--- config.mk ---
export PLATFORM = sky130hd
export DESIGN_NAME = binary_min_heap_priority_queue
export DESIGN_NICKNAME = d
export VERILOG_FILES = /design/src/sv/hpq_pkg.sv /design/src/sv/hpq_ram.sv /design/src/sv/hpq_useq.sv /design/src/sv/binary_min_heap_priority_queue.sv
export SDC_FILE = /design/constraint.sdc
export NUM_CORES = 1
export LEC_CHECK = 0
export CAP_MARGIN = 30
export CORE_MARGIN = 8
export CORE_UTILIZATION = 35
export DETAILED_ROUTE_END_ITERATION = 16
export DONT_BUFFER_PORTS = 1
export GPL_ROUTABILITY_DRIVEN = 0
export PLACE_DENSITY = 0.5
export SETUP_SLACK_MARGIN = 0.3
export SYNTH_ARGS = -nofsm -noshare
export SYNTH_HDL_FRONTEND = slang
export SYNTH_SLANG_ARGS = --single-unit
--- constraint.sdc ---
create_clock -name clk -period 12.4 [get_ports clk]
set_input_delay 3.72 -clock clk [delete_from_list [all_inputs] [get_ports clk]]
set_output_delay 3.72 -clock clk [all_outputs]
set_load 0.05 [all_outputs]
--- src/sv/hpq_pkg.sv ---
// Shared types and constants for the binary min-heap priority queue.
package hpq_pkg;

  // Storage and field sizes
  localparam int CAPACITY = 16;
  localparam int KEY_W    = 32;
  localparam int CNT_W    = 5;
  localparam int ADDR_W   = $clog2(CAPACITY);

  typedef enum logic [1:0] {
    OP_INSERT  = 2'd0,
    OP_CHANGE  = 2'd1,
    OP_PEEK    = 2'd2,
    OP_EXTRACT = 2'd3
  } op_t;

  typedef enum logic [1:0] {
    STS_OK      = 2'd0,
    STS_FULL    = 2'd1,
    STS_EMPTY   = 2'd2,
    STS_BAD_POS = 2'd3
  } status_t;

  // Microprogram step addresses
  typedef enum logic [3:0] {
    S_IDLE     = 4'd0,
    S_DISPATCH = 4'd1,
    S_UP_RD    = 4'd2,
    S_UP_CMP   = 4'd3,
    S_CHG_CMP  = 4'd4,
    S_EXT_LD   = 4'd5,
    S_DN_RD    = 4'd6,
    S_DN_CMP   = 4'd7,
    S_WR_FIN   = 4'd8,
    S_FINISH   = 4'd9
  } step_t;

  // Branch conditions tested by a control word
  typedef enum logic [2:0] {
    C_ALWAYS   = 3'd0,
    C_IN_VALID = 3'd1,
    C_DISPATCH = 3'd2,
    C_AT_ROOT  = 3'd3,
    C_LESS_RD  = 3'd4,
    C_NO_CHILD = 3'd5,
    C_DN_MOVE  = 3'd6,
    C_OUT_BUSY = 3'd7
  } cond_t;

  typedef enum logic [1:0] {
    RD_NONE    = 2'd0,
    RD_OPERAND = 2'd1,
    RD_PARENT  = 2'd2,
    RD_CHILD   = 2'd3
  } rd_mode_t;

  // Parent and child moves are qualified by the step's branch condition
  typedef enum logic [1:0] {
    WR_NONE   = 2'd0,
    WR_PARENT = 2'd1,
    WR_CHILD  = 2'd2,
    WR_KEY    = 2'd3
  } wr_mode_t;

  // Multi-way dispatch selector after decode
  typedef enum logic [1:0] {
    DSP_UP   = 2'd0,
    DSP_CHG  = 2'd1,
    DSP_EXT  = 2'd2,
    DSP_DONE = 2'd3
  } dsp_t;

  typedef struct packed {
    logic     accept;
    logic     dispatch;
    logic     load_k;
    logic     out_load;
    rd_mode_t rd;
    wr_mode_t wr;
    cond_t    cond;
    step_t    t_true;
    step_t    t_false;
  } uctl_t;

  typedef struct packed {
    logic in_valid;
    logic at_root;
    logic less_rd;
    logic no_child;
    logic dn_move;
    logic out_busy;
  } cflags_t;

endpackage

--- src/sv/hpq_ram.sv ---
// Generic single-write, dual-read RAM with registered read data.
module hpq_ram #(
  parameter int WIDTH = 32,
  parameter int DEPTH = 16
) (
  input  logic                     clk,
  input  logic                     we,
  input  logic [$clog2(DEPTH)-1:0] waddr,
  input  logic [WIDTH-1:0]         wdata,
  input  logic [$clog2(DEPTH)-1:0] raddr_a,
  input  logic [$clog2(DEPTH)-1:0] raddr_b,
  output logic [WIDTH-1:0]         rdata_a,
  output logic [WIDTH-1:0]         rdata_b
);

  logic [WIDTH-1:0] mem [DEPTH];

  // Write one word, read two words
  always_ff @(posedge clk) begin
    if (we) begin
      mem[waddr] <= wdata;
    end
    rdata_a <= mem[raddr_a];
    rdata_b <= mem[raddr_b];
  end

endmodule

--- src/sv/hpq_useq.sv ---
// Microprogram ROM, step counter and branch logic of the heap sequencer.
module hpq_useq (
  input  logic            clk,
  input  logic            rst_n,
  input  hpq_pkg::cflags_t flags,
  input  hpq_pkg::dsp_t    disp,
  output hpq_pkg::uctl_t   ctl
);
  import hpq_pkg::*;

  step_t step_r;
  step_t step_nxt;

  // Control store: one word per step
  function automatic uctl_t rom(input step_t s);
    uctl_t w;
    w = '{accept: 1'b0, dispatch: 1'b0, load_k: 1'b0, out_load: 1'b0,
          rd: RD_NONE, wr: WR_NONE, cond: C_ALWAYS,
          t_true: S_IDLE, t_false: S_IDLE};
    case (s)
      S_IDLE: begin
        w.accept = 1'b1; w.cond = C_IN_VALID;
        w.t_true = S_DISPATCH; w.t_false = S_IDLE;
      end
      S_DISPATCH: begin
        w.dispatch = 1'b1; w.rd = RD_OPERAND; w.cond = C_DISPATCH;
      end
      S_UP_RD: begin
        w.rd = RD_PARENT; w.cond = C_AT_ROOT;
        w.t_true = S_WR_FIN; w.t_false = S_UP_CMP;
      end
      S_UP_CMP: begin
        w.wr = WR_PARENT; w.cond = C_LESS_RD;
        w.t_true = S_UP_RD; w.t_false = S_WR_FIN;
      end
      S_CHG_CMP: begin
        w.cond = C_LESS_RD; w.t_true = S_UP_RD; w.t_false = S_DN_RD;
      end
      S_EXT_LD: begin
        w.load_k = 1'b1; w.t_true = S_DN_RD;
      end
      S_DN_RD: begin
        w.rd = RD_CHILD; w.cond = C_NO_CHILD;
        w.t_true = S_WR_FIN; w.t_false = S_DN_CMP;
      end
      S_DN_CMP: begin
        w.wr = WR_CHILD; w.cond = C_DN_MOVE;
        w.t_true = S_DN_RD; w.t_false = S_WR_FIN;
      end
      S_WR_FIN: begin
        w.wr = WR_KEY; w.t_true = S_FINISH;
      end
      S_FINISH: begin
        w.out_load = 1'b1; w.cond = C_OUT_BUSY;
        w.t_true = S_FINISH; w.t_false = S_IDLE;
      end
      default: begin
        w.t_true = S_IDLE;
      end
    endcase
    return w;
  endfunction

  // Dispatch table after decode
  function automatic step_t dsp_target(input dsp_t d);
    step_t s;
    case (d)
      DSP_UP:  s = S_UP_RD;
      DSP_CHG: s = S_CHG_CMP;
      DSP_EXT: s = S_EXT_LD;
      default: s = S_FINISH;
    endcase
    return s;
  endfunction

  assign ctl = rom(step_r);

  // Pick the next step
  always_comb begin
    case (ctl.cond)
      C_ALWAYS:   step_nxt = ctl.t_true;
      C_IN_VALID: step_nxt = flags.in_valid ? ctl.t_true : ctl.t_false;
      C_DISPATCH: step_nxt = dsp_target(disp);
      C_AT_ROOT:  step_nxt = flags.at_root  ? ctl.t_true : ctl.t_false;
      C_LESS_RD:  step_nxt = flags.less_rd  ? ctl.t_true : ctl.t_false;
      C_NO_CHILD: step_nxt = flags.no_child ? ctl.t_true : ctl.t_false;
      C_DN_MOVE:  step_nxt = flags.dn_move  ? ctl.t_true : ctl.t_false;
      C_OUT_BUSY: step_nxt = flags.out_busy ? ctl.t_true : ctl.t_false;
      default:    step_nxt = S_IDLE;
    endcase
  end

  // Hold the step counter
  always_ff @(posedge clk) begin
    if (!rst_n) begin
      step_r <= S_IDLE;
    end else begin
      step_r <= step_nxt;
    end
  end

endmodule

--- src/sv/binary_min_heap_priority_queue.sv ---
// Top level of the binary min-heap priority queue.
// A request carries an operation (insert, change key at a position, peek, extract) and
// returns one result with the minimum key, the entry count and a status. A microprogram
// walks one root-to-leaf path through the heap RAM, each level with a read step and then
// a compare-and-write step. After decode, peek and rejected requests go straight to the
// result; insert sifts up, extract takes the last entry and sifts down, and change-key
// compares once and then sifts up or down. The moving key is then written at the hole
// and the result is loaded into the output register. One request is worked at a time; the
// next one is accepted as soon as the result sits in the output register, even while the
// output side stalls. The heap RAM needs no clearing after reset.
module binary_min_heap_priority_queue (
  input  logic                            clk,
  input  logic                            rst_n,
  input  logic                            in_valid,
  output logic                            in_stall,
  input  logic [1:0]                      in_op,
  input  logic signed [hpq_pkg::KEY_W-1:0] in_key,
  input  logic [hpq_pkg::CNT_W-1:0]        in_position,
  output logic                            out_valid,
  input  logic                            out_stall,
  output logic signed [hpq_pkg::KEY_W-1:0] out_min_key,
  output logic [hpq_pkg::CNT_W-1:0]        out_entry_count,
  output logic [1:0]                      out_status
);
  import hpq_pkg::*;

  uctl_t   ctl;
  cflags_t flags;
  dsp_t    disp;

  op_t                op_r, op_nxt;
  logic [KEY_W-1:0]   key_r, key_nxt;
  logic [CNT_W-1:0]   pos_r, pos_nxt;
  logic [CNT_W-1:0]   count_r, count_nxt;
  logic [CNT_W-1:0]   i_r, i_nxt;
  logic [KEY_W-1:0]   k_r, k_nxt;
  logic [KEY_W-1:0]   res_r, res_nxt;
  logic [KEY_W-1:0]   root_r, root_nxt;
  status_t            status_r, status_nxt;
  logic               out_valid_r, out_valid_nxt;
  logic [KEY_W-1:0]   out_min_r, out_min_nxt;
  logic [CNT_W-1:0]   out_cnt_r, out_cnt_nxt;
  status_t            out_sts_r, out_sts_nxt;

  status_t            status_chk;
  logic               accept_fire;
  logic               out_fire;
  logic [CNT_W:0]     child_l;
  logic [CNT_W:0]     child_r;
  logic               l_ok;
  logic               r_ok;
  logic               l_less;
  logic               r_less;
  logic [KEY_W-1:0]   best_l;
  logic [KEY_W-1:0]   child_key;
  logic [CNT_W-1:0]   child_idx;
  logic               less_rd;
  logic               dn_move;

  logic               ram_we;
  logic [ADDR_W-1:0]  ram_waddr;
  logic [KEY_W-1:0]   ram_wdata;
  logic [ADDR_W-1:0]  ram_raddr_a;
  logic [ADDR_W-1:0]  ram_raddr_b;
  logic [KEY_W-1:0]   rd_a;
  logic [KEY_W-1:0]   rd_b;

  // Map a one-based heap position to a RAM address
  function automatic logic [ADDR_W-1:0] pos_addr(input logic [CNT_W:0] p);
    logic [CNT_W:0] a;
    a = p - (CNT_W+1)'(1);
    return a[ADDR_W-1:0];
  endfunction

  hpq_useq u_useq (
    .clk   (clk),
    .rst_n (rst_n),
    .flags (flags),
    .disp  (disp),
    .ctl   (ctl)
  );

  hpq_ram #(
    .WIDTH (KEY_W),
    .DEPTH (CAPACITY)
  ) u_heap_ram (
    .clk     (clk),
    .we      (ram_we),
    .waddr   (ram_waddr),
    .wdata   (ram_wdata),
    .raddr_a (ram_raddr_a),
    .raddr_b (ram_raddr_b),
    .rdata_a (rd_a),
    .rdata_b (rd_b)
  );

  // Handshake
  assign in_stall    = !ctl.accept;
  assign accept_fire = ctl.accept && in_valid;

  // Check the request against the current count
  always_comb begin
    case (op_r)
      OP_INSERT:
        status_chk = (count_r >= CNT_W'(CAPACITY)) ? STS_FULL : STS_OK;
      OP_CHANGE:
        status_chk = (pos_r == '0 || pos_r > count_r) ? STS_BAD_POS : STS_OK;
      default:
        status_chk = (count_r == '0) ? STS_EMPTY : STS_OK;
    endcase
    if (status_chk != STS_OK) begin
      disp = DSP_DONE;
    end else begin
      case (op_r)
        OP_INSERT:  disp = DSP_UP;
        OP_CHANGE:  disp = DSP_CHG;
        OP_EXTRACT: disp = DSP_EXT;
        default:    disp = DSP_DONE;
      endcase
    end
  end

  // Compare the moving key against the read data
  assign child_l   = {i_r, 1'b0};
  assign child_r   = {i_r, 1'b1};
  assign l_ok      = child_l <= {1'b0, count_r};
  assign r_ok      = child_r <= {1'b0, count_r};
  assign less_rd   = $signed(k_r) < $signed(rd_a);
  assign l_less    = l_ok && ($signed(rd_a) < $signed(k_r));
  assign best_l    = l_less ? rd_a : k_r;
  assign r_less    = r_ok && ($signed(rd_b) < $signed(best_l));
  assign dn_move   = l_less || r_less;
  assign child_key = r_less ? rd_b : rd_a;
  assign child_idx = r_less ? child_r[CNT_W-1:0] : child_l[CNT_W-1:0];

  assign flags = '{in_valid: in_valid,
                   at_root:  (i_r == CNT_W'(1)),
                   less_rd:  less_rd,
                   no_child: !l_ok,
                   dn_move:  dn_move,
                   out_busy: out_valid_r && out_stall};

  // Drive RAM reads
  always_comb begin
    ram_raddr_a = '0;
    ram_raddr_b = '0;
    case (ctl.rd)
      RD_OPERAND:
        ram_raddr_a = (op_r == OP_CHANGE) ? pos_addr({1'b0, pos_r})
                                          : pos_addr({1'b0, count_r});
      RD_PARENT:
        ram_raddr_a = pos_addr({2'b00, i_r[CNT_W-1:1]});
      RD_CHILD: begin
        ram_raddr_a = pos_addr(child_l);
        ram_raddr_b = pos_addr(child_r);
      end
      default: begin
        ram_raddr_a = '0;
      end
    endcase
  end

  // Drive RAM writes at the hole position
  always_comb begin
    ram_we    = 1'b0;
    ram_wdata = k_r;
    case (ctl.wr)
      WR_PARENT: begin
        ram_we    = less_rd;
        ram_wdata = rd_a;
      end
      WR_CHILD: begin
        ram_we    = dn_move;
        ram_wdata = child_key;
      end
      WR_KEY: begin
        ram_we    = 1'b1;
        ram_wdata = k_r;
      end
      default: begin
        ram_we = 1'b0;
      end
    endcase
  end
  assign ram_waddr = pos_addr({1'b0, i_r});

  // Next values of the datapath registers
  always_comb begin
    op_nxt        = op_r;
    key_nxt       = key_r;
    pos_nxt       = pos_r;
    count_nxt     = count_r;
    i_nxt         = i_r;
    k_nxt         = k_r;
    res_nxt       = res_r;
    root_nxt      = root_r;
    status_nxt    = status_r;
    out_valid_nxt = out_valid_r;
    out_min_nxt   = out_min_r;
    out_cnt_nxt   = out_cnt_r;
    out_sts_nxt   = out_sts_r;
    out_fire      = ctl.out_load && !flags.out_busy;

    // Latch the request
    if (accept_fire) begin
      op_nxt  = op_t'(in_op);
      key_nxt = in_key;
      pos_nxt = in_position;
    end

    // Decode and set up the sift
    if (ctl.dispatch) begin
      status_nxt = status_chk;
      if (status_chk == STS_OK) begin
        case (op_r)
          OP_INSERT: begin
            count_nxt = count_r + CNT_W'(1);
            i_nxt     = count_r + CNT_W'(1);
            k_nxt     = key_r;
          end
          OP_CHANGE: begin
            i_nxt = pos_r;
            k_nxt = key_r;
          end
          OP_EXTRACT: begin
            res_nxt   = root_r;
            count_nxt = count_r - CNT_W'(1);
          end
          default: begin
            count_nxt = count_r;
          end
        endcase
      end
    end

    // Take the last entry as the moving key
    if (ctl.load_k) begin
      k_nxt = rd_a;
      i_nxt = CNT_W'(1);
    end

    // Advance the hole
    if (ctl.wr == WR_PARENT && less_rd) begin
      i_nxt = i_r >> 1;
    end
    if (ctl.wr == WR_CHILD && dn_move) begin
      i_nxt = child_idx;
    end

    // Mirror the root entry
    if (ram_we && i_r == CNT_W'(1)) begin
      root_nxt = ram_wdata;
    end

    // Drop a taken result, load a new one
    if (out_valid_r && !out_stall) begin
      out_valid_nxt = 1'b0;
    end
    if (out_fire) begin
      out_valid_nxt = 1'b1;
      out_cnt_nxt   = count_r;
      out_sts_nxt   = status_r;
      if (op_r == OP_EXTRACT && status_r == STS_OK) begin
        out_min_nxt = res_r;
      end else if (count_r == '0) begin
        out_min_nxt = '0;
      end else begin
        out_min_nxt = root_r;
      end
    end
  end

  // Hold registers
  always_ff @(posedge clk) begin
    if (!rst_n) begin
      count_r     <= '0;
      out_valid_r <= 1'b0;
    end else begin
      count_r     <= count_nxt;
      out_valid_r <= out_valid_nxt;
    end
    op_r      <= op_nxt;
    key_r     <= key_nxt;
    pos_r     <= pos_nxt;
    i_r       <= i_nxt;
    k_r       <= k_nxt;
    res_r     <= res_nxt;
    root_r    <= root_nxt;
    status_r  <= status_nxt;
    out_min_r <= out_min_nxt;
    out_cnt_r <= out_cnt_nxt;
    out_sts_r <= out_sts_nxt;
  end

  assign out_valid       = out_valid_r;
  assign out_min_key     = out_min_r;
  assign out_entry_count = out_cnt_r;
  assign out_status      = out_sts_r;

  // Checks
  a_count_range: assert property (@(posedge clk) disable iff (!rst_n)
    count_r <= CNT_W'(CAPACITY))
    else $error("entry count above capacity");

  a_one_at_a_time: assert property (@(posedge clk) disable iff (!rst_n)
    (in_valid && !in_stall) |=> in_stall)
    else $error("second request taken while one is in progress");

  a_write_in_range: assert property (@(posedge clk) disable iff (!rst_n)
    ram_we |-> (i_r != '0 && i_r <= CNT_W'(CAPACITY)))
    else $error("heap write outside positions 1..CAPACITY");

  a_no_write_idle: assert property (@(posedge clk) disable iff (!rst_n)
    ctl.accept |-> !ram_we)
    else $error("heap written while waiting for a request");

endmodule
==> results of run 1 <==
-- state kept, by name, summed over array words and instances, names as in the netlist, 32 cells and up --
register / cells
u_heap_ram.mem: 512
u_heap_ram.rdata_a: 32
res_r: 32
out_min_key: 32
root_r: 32
u_heap_ram.rdata_b: 32
key_r: 32
k_r: 32
-- cell families after synthesis --
family,count (synthesis),share of synthesized area
AOI/OAI and AO/OA,595,0.1184
adders and majority gates,94,0.03432
and+or+nand+nor,416,0.06184
DFF,767,0.6504
muxes,273,0.1067
xor gates and xnor gates,8,0.002044
buffers and inverters,233,0.02628
-- power breakdown --
| part | internal, mW | switching [mW] |
|---|---|---|
| clock network | 1.50 | 1.05 |
| registers | 3.31 | 0.239 |
| logic | 0.960 | 2.08 |
-- area by class of cell --
| type | instances | area, sq um |
|---|---|---|
| fill | 8826 | 57890 |
| sequential | 767 | 22290 |
| multi-input combinational | 1386 | 11230 |
| clock buffer | 123 | 2447 |
| tap | 1276 | 1597 |
| timing repair buffer | 81 | 790.8 |
| clock inverter | 37 | 375.4 |
| inverter | 58 | 217.7 |
| antenna | 2 | 5.005 |
-- worst max-delay path by stage --
stage / slack (ps) / from / endpoint / cells past startpoint
floorplan: 6290 / out_stall / out_entry_count[0]$_DFFE_PP_ / 1
global placement: 5330 / k_r[7]$_DFFE_PP_ / root_r[10]$_DFFE_PP_ / 21
detailed placement: 5450 / k_r[27]$_DFFE_PP_ / u_heap_ram.mem[15][12]$_DFFE_PP_ / 21
CTS: 5430 / k_r[14]$_DFFE_PP_ / u_heap_ram.mem[8][25]$_DFFE_PP_ / 21
global route: 4980 / k_r[27]$_DFFE_PP_ / root_r[29]$_DFFE_PP_ / 22
finish: 5400 / k_r[27]$_DFFE_PP_ / root_r[5]$_DFFE_PP_ / 22
-- worst max-delay path, cell delays in order, from the launching register on --
cell,delay (ps)
edfxtp_1,370
inv_1,60
ha_1,310
and4_1,290
nand2_1,80
nor4_1,400
o32a_1,320
o21ai_0,120
nand2_2,80
buf_4,540
mux2i_1,180
ha_1,400
nand2_1,70
nor3_1,510
o21ai_0,230
o221a_2,330
o21ai_0,200
nor2_1,150
a311oi_4,400
buf_4,640
a21oi_2,240
o31a_2,520
buf_12,210
-- per-stage QoR --
stage	utilization	instance area (sq um)	worst slack [ps]	hold slack, ps
6_report	0.4023	38960	5397	454.8
3_3_place_gp	0.3706	35900	5328	442.8
4_1_cts	0.4021	38950	5430	458.7
5_1_grt	0.4022	38950	4979	471.6
2_1_floorplan	-	34270	6293	406.4
3_5_place_dp	0.3730	36120	5453	444.1
-- cells in the mapped netlist, drive strengths merged, types with 6 or more instances --
| master | instances | area [sq um] |
|---|---|---|
| a311oi | 65 | 569.3 |
| clkbuf | 145 | 544.3 |
| mux4 | 67 | 1509 |
| nand3 | 15 | 75.07 |
| mux2 | 69 | 777.0 |
| a21oi | 94 | 474.2 |
| a21o | 8 | 60.06 |
| nor2b | 68 | 425.4 |
| o221ai | 34 | 297.8 |
| edfxtp | 693 | 20810 |
| o211ai | 67 | 503.0 |
| and3 | 16 | 100.1 |
| nor3 | 8 | 40.04 |
| dfxtp | 74 | 1481 |
| ha | 94 | 1176 |
| inv | 58 | 217.7 |
| a31oi | 6 | 37.54 |
| nand2b | 13 | 81.33 |
| or3 | 71 | 444.2 |
| buf | 30 | 138.9 |
| nand4 | 8 | 50.05 |
| o21ai | 155 | 775.7 |
| a211oi | 98 | 735.7 |
| a22o | 32 | 280.3 |
| xnor2 | 6 | 52.55 |
| nand2 | 166 | 623.1 |
| nor2 | 31 | 116.4 |
| mux2i | 137 | 1371 |
-- layer usage --
layer | up-vias | track usage
met1 | 10710 | 0.2426
met4 | 0 | 0.07120
met3 | 173 | 0.02608
met5 | - | 0
li1 | 9455 | -
met2 | 637 | 0.3128
==> run metrics, run 1 <==
status=completed; total core area=roughly 0.097 sq mm; Tot GR Track Use=0.1856; R2R depth=22; final wirelength=102.4 mm; total negative setup slack=0 ps; R2R Setup Slk=around 5400 ps; I/O pin count=between 80 and 90; Achievable Freq=0.1428 GHz; antenna violations before repair=3; vias in the first global route=21310; post-synthesis sequential area ratio=0.6504; Min-Delay Endpoint=res_r[16]$_DFFE_PP_; max-slew violation count=0; max layer used=met4; Hold Path Stages=0; power density over cell area=~230 mW/mm^2; relative slew slack=0.3612; drt first pass iters=7; FF-to-FF End=root_r[5]$_DFFE_PP_; vias per cell=approximately 5.6; setup bufs post-CTS=0; total gr overflow=0; DR WL/cell=about 27 microns; FF-to-FF Start=k_r[27]$_DFFE_PP_; Clock Root Buffer=clkbuf_16; I/O Buffers=0; Die W=between 300 and 400 microns; Inserted Clock Buffers=just under 90; Fin Clk Skew=roughly 30 ps; die area=between 0.1 and 0.15 sq mm; # H-tree levels=3; crit share post-route=0.5647; Post-CTS Resized=0; Worst-Margin Slew=958.2 ps; Final Setup Violations=0; Overall Power=between 9 and 10 mW; post-DP HPWL=approximately 63 mm; Via Count=around 21000; DRT met1 WL=between 40 and 50 mm; clock buffer depth=3; die height=roughly 330 microns; syn avg cell area=14.36 sq um; Worst-path clk slew=~60 ps; Post-synth top flop=edfxtp_1; synthesized area=around 0.034 sq mm; first-pass GRT wire length=about 150 mm; cells after synthesis=2386; number of synthesized flops with an enable pin=around 690; met3 wire length=between 5 and 6 mm; clk_lat worst skew=between 600 and 700 ps; layout cell share with drive strength beyond 1=0.1574; DR WL met2=about 50 mm; min-delay worst type=reg -> reg; crit start category=flop; standby leakage power=12.98 nW; Syn. warnings=0; syn_nets=between 2000 and 3000; Crit path required time=12780 ps; Nets=approximately 2500; Final min period=7003 ps; commonest cells after routing, fill and taps aside=edfxtp_1, nand2_1, o21ai_0; P&R area growth vs syn=13.67%; Peak VDD IR=roughly 0.00013 V; RSZ-0062 raised after global routing=false; crit path DAT=~7400 ps; dpl cells=3567; non-filler instance count after layout=3730; CP Max Fanout=36; critical path class=reg -> reg; ANT nets after route=0; Final Hold Vio Count=0; hold-fix buffers at CTS=0; register bit count reported by yosys=around 770; share of synthesized flip-flops with an asynchronous set or reset=0; MaxCap Viol Count=0; Clock Sinks=approximately 770; pin count of the biggest net entering global routing=130; Site Rows=114; most common cell after layout, fill and taps aside=edfxtp_1; min-delay src=root_r[16]$_DFFE_PP_; CTS tree=yes; Initial Utilization=0.3539; library cells used by synthesis=63; 1st-iter DRT viols=1794; Remaining DRCs=0; crit end category=flop
No activity file was read; power rests on OpenSTA's default activity.
==> run 2: changes to the inputs <==
--- a/config.mk
+++ b/config.mk
@@ -5,6 +5,7 @@
 export SDC_FILE = /design/constraint.sdc
 export NUM_CORES = 1
 export LEC_CHECK = 0
+export ABC_AREA = 1
 export CAP_MARGIN = 30
 export CORE_MARGIN = 8
 export CORE_UTILIZATION = 35
==> constraint.sdc (replaced) <==
create_clock -name clk -period 6.85 [get_ports clk]
set_input_delay 2.055 -clock clk [delete_from_list [all_inputs] [get_ports clk]]
set_output_delay 2.055 -clock clk [all_outputs]
set_load 0.05 [all_outputs]
==> run 2 against run 1 <==
Against the previous run:
- the run now ends with antenna rules left
- synthesized cell count increased by 34%
- first-iteration DRC count up 49%
- critical path depth up 1
- power is 84% higher
- flip-flop and latch count did not move
- design area is 0.89% higher
- combinational power up 84%
- synthesized area grew 1.1%
- sequential share of layout area decreased by 0.51 points
- critical endpoint is now u_heap_ram.mem[9][13]$_DFFE_PP_
- largest cell class unchanged
==> run metrics, run 2 <==
R2R depth=23; Clock Sinks=767; post-DP HPWL=about 70 mm; worst setup margin=768.0 ps; Largest Register=u_heap_ram.mem; Tot GR Track Use=0.1976; first-pass GRT wire length=between 150 and 200 mm; crit share post-route=0.8879; crit path DAT=approximately 6400 ps; syn_nets=3329; footprint of the multi-input gates=0.01057 sq mm; critical path class=reg -> reg; largest area contributor in the netlist=edfxtp_1; Largest register FFs=512; die height=330.7 microns; # H-tree levels=3; Synth top area share=0.6004; Die W=330.7 microns; met1 GRT Util=0.2673; Final Hold Vio Count=0; register bit count reported by yosys=~770; standby leakage power=~15 nW; Overall Power=16.85 mW; Sequential Area=0.02229 sq mm; 1st-iter DRT viols=2679; I/O pin count=84; Clock Root Buffer=clkbuf_16; Post-synth top flop=edfxtp_1; setup bufs post-CTS=0; Final min period=approximately 6100 ps; pre-CTS setup slack=797.9 ps; share of synthesized flip-flops with an asynchronous set or reset=0; FF-to-FF Start=count_r[3]$_SDFFE_PN0P_; hold-fix buffers at CTS=0; Initial Utilization=0.3527; post-synthesis sequential area ratio=0.6431; Synth top cells by count=edfxtp_1, nand2_1, o21ai_0, inv_1, nor2_1; Via Count=between 20000 and 25000; top cells by area, synth=edfxtp_1, o21ai_0, nand2_1; GR met3 Demand/Resource=0.05066; Remaining DRCs=0; synthesized area=approximately 0.035 sq mm; total negative setup slack=0 ps; clock buffer depth=3; Syn. warnings=0; library cells used by synthesis=51; pin count of the biggest net entering global routing=around 130; total gr overflow=0; I/O Buffers=0; most common cell after layout, fill and taps aside=edfxtp_1; Inserted Clock Buffers=87; GR peak layer=met2; CTS tree=yes; min-delay src=root_r[21]$_DFFE_PP_; crit start category=flop; failing checks=antenna rules; antenna violations before repair=4; Worst-path clk slew=roughly 60 ps; Hold Path Stages=0; DR WL/cell=about 24 microns; vias per cell=between 5 and 6; number of synthesized flops with an enable pin=approximately 700; power density over cell area=between 400 and 500 mW/mm^2; Worst-Margin Slew=1069 ps; vias in the first global route=around 23000; P&R area growth vs syn=13.40%; MaxCap Viol Count=0; Nets=about 3300; min-delay worst type=reg -> reg; most frequent cell after synthesis=edfxtp_1; status=finished, violations left; layout cell share with drive strength beyond 1=0.08607; total core area=between 0.09 and 0.1 sq mm; Final Setup Violations=0; Achievable Freq=approximately 0.16 GHz; commonest cells after routing, fill and taps aside=edfxtp_1, nand2_1, o21ai_0; die area=0.1094 sq mm; Fin Clk Skew=between 30 and 40 ps; Post-CTS Resized=0; crit end category=flop; CP Max Fanout=54; syn avg cell area=10.86 sq um; Fillers=9430; relative slew slack=0.2786; RSZ-0062 raised after global routing=false; drt first pass iters=6; Site Rows=~120; Peak VDD IR=0.0002360 V; ANT nets after route=1; Crit path required time=roughly 7200 ps; clk_lat worst skew=approximately 660 ps; cells after synthesis=approximately 3200; max-slew violation count=0; met2 usage=0.3054; CP startpoint=count_r[3]$_SDFFE_PN0P_; final wirelength=about 110 mm
==> run 2: path summary, 6_finish.rpt <==
check	slack, ps	endpoint
worst max-delay path	770	u_heap_ram.mem[9][13]$_DFFE_PP_
worst min-delay path	440	res_r[21]$_DFFE_PP_
worst max register to register	770	u_heap_ram.mem[9][13]$_DFFE_PP_
worst min register to register	440	res_r[21]$_DFFE_PP_
==> run 2: cell type report <==
class                           count  share of cell area
Sequential cell                   767              0.5671
Multi-Input combinational cell   1917              0.2688
Clock buffer                      111             0.05956
Tap cell                         1287             0.04097
Inverter                          302             0.02906
Timing Repair Buffer              107             0.02527
Clock inverter                     49            0.008690
Antenna cell                        8           0.0005093
==> run 2: worst max-delay path: stages (launching register included) <==
cell and delay, ps:
dfxtp_1 460, inv_1 140, ha_1 330, a21o_1 160, a211oi_1 270, nand2_1 90, o21ai_1 300, nand3_4 550
buf_4 370, nand2_1 60, o21ai_0 100, ha_1 420, nand4_1 140, nor3_1 220, nor4b_1 260, nand2_1 140
nand3_2 110, nand3_4 90, nand2_4 110, nand2_2 170, nand3b_2 150, nand2_4 290, nor2_4 510, buf_12 280
==> run 2: power by group <==
part / switching, mW / total (mW) / internal [mW] / leakage [nW]
sequential: 0.347 / 6.82 / 6.47 / 6.89
clock: 1.93 / 4.43 / 2.50 / 1.32
combinational: 4.25 / 5.60 / 1.35 / 6.42
total: 6.52 / 16.9 / 10.3 / 14.6
==> run 2: routing by layer <==
layer	part of all wire	routed length (microns)
met3	0.088	9677
met4	0.035	3815
met2	0.45	49280
met5	0	0
met1	0.43	47740
==> run 2: metrics by stage <==
stage                 util  cells  instance area (sq um)  hold WS [ps]
global placement    0.3714   4373                  36500         430.7
finish              0.4000   4548                  39310         442.5
detailed placement  0.3721   4376                  36570         431.7
global route        0.3998   4540                  39290         447.9
floorplan                -   3192                  34660         406.4
CTS                 0.3994   4536                  39250         444.1
==> run 2: cells by family after synthesis <==
logic type               Yosys count  synth area share
flip-flops                       767            0.6431
AO/OA/AOI/OAI                    899            0.1533
adder cells (fa/ha/maj)           94           0.03393
XOR/XNOR                           6          0.001516
buffers and inverters            508           0.05566
AND/OR/NAND/NOR                  918            0.1124
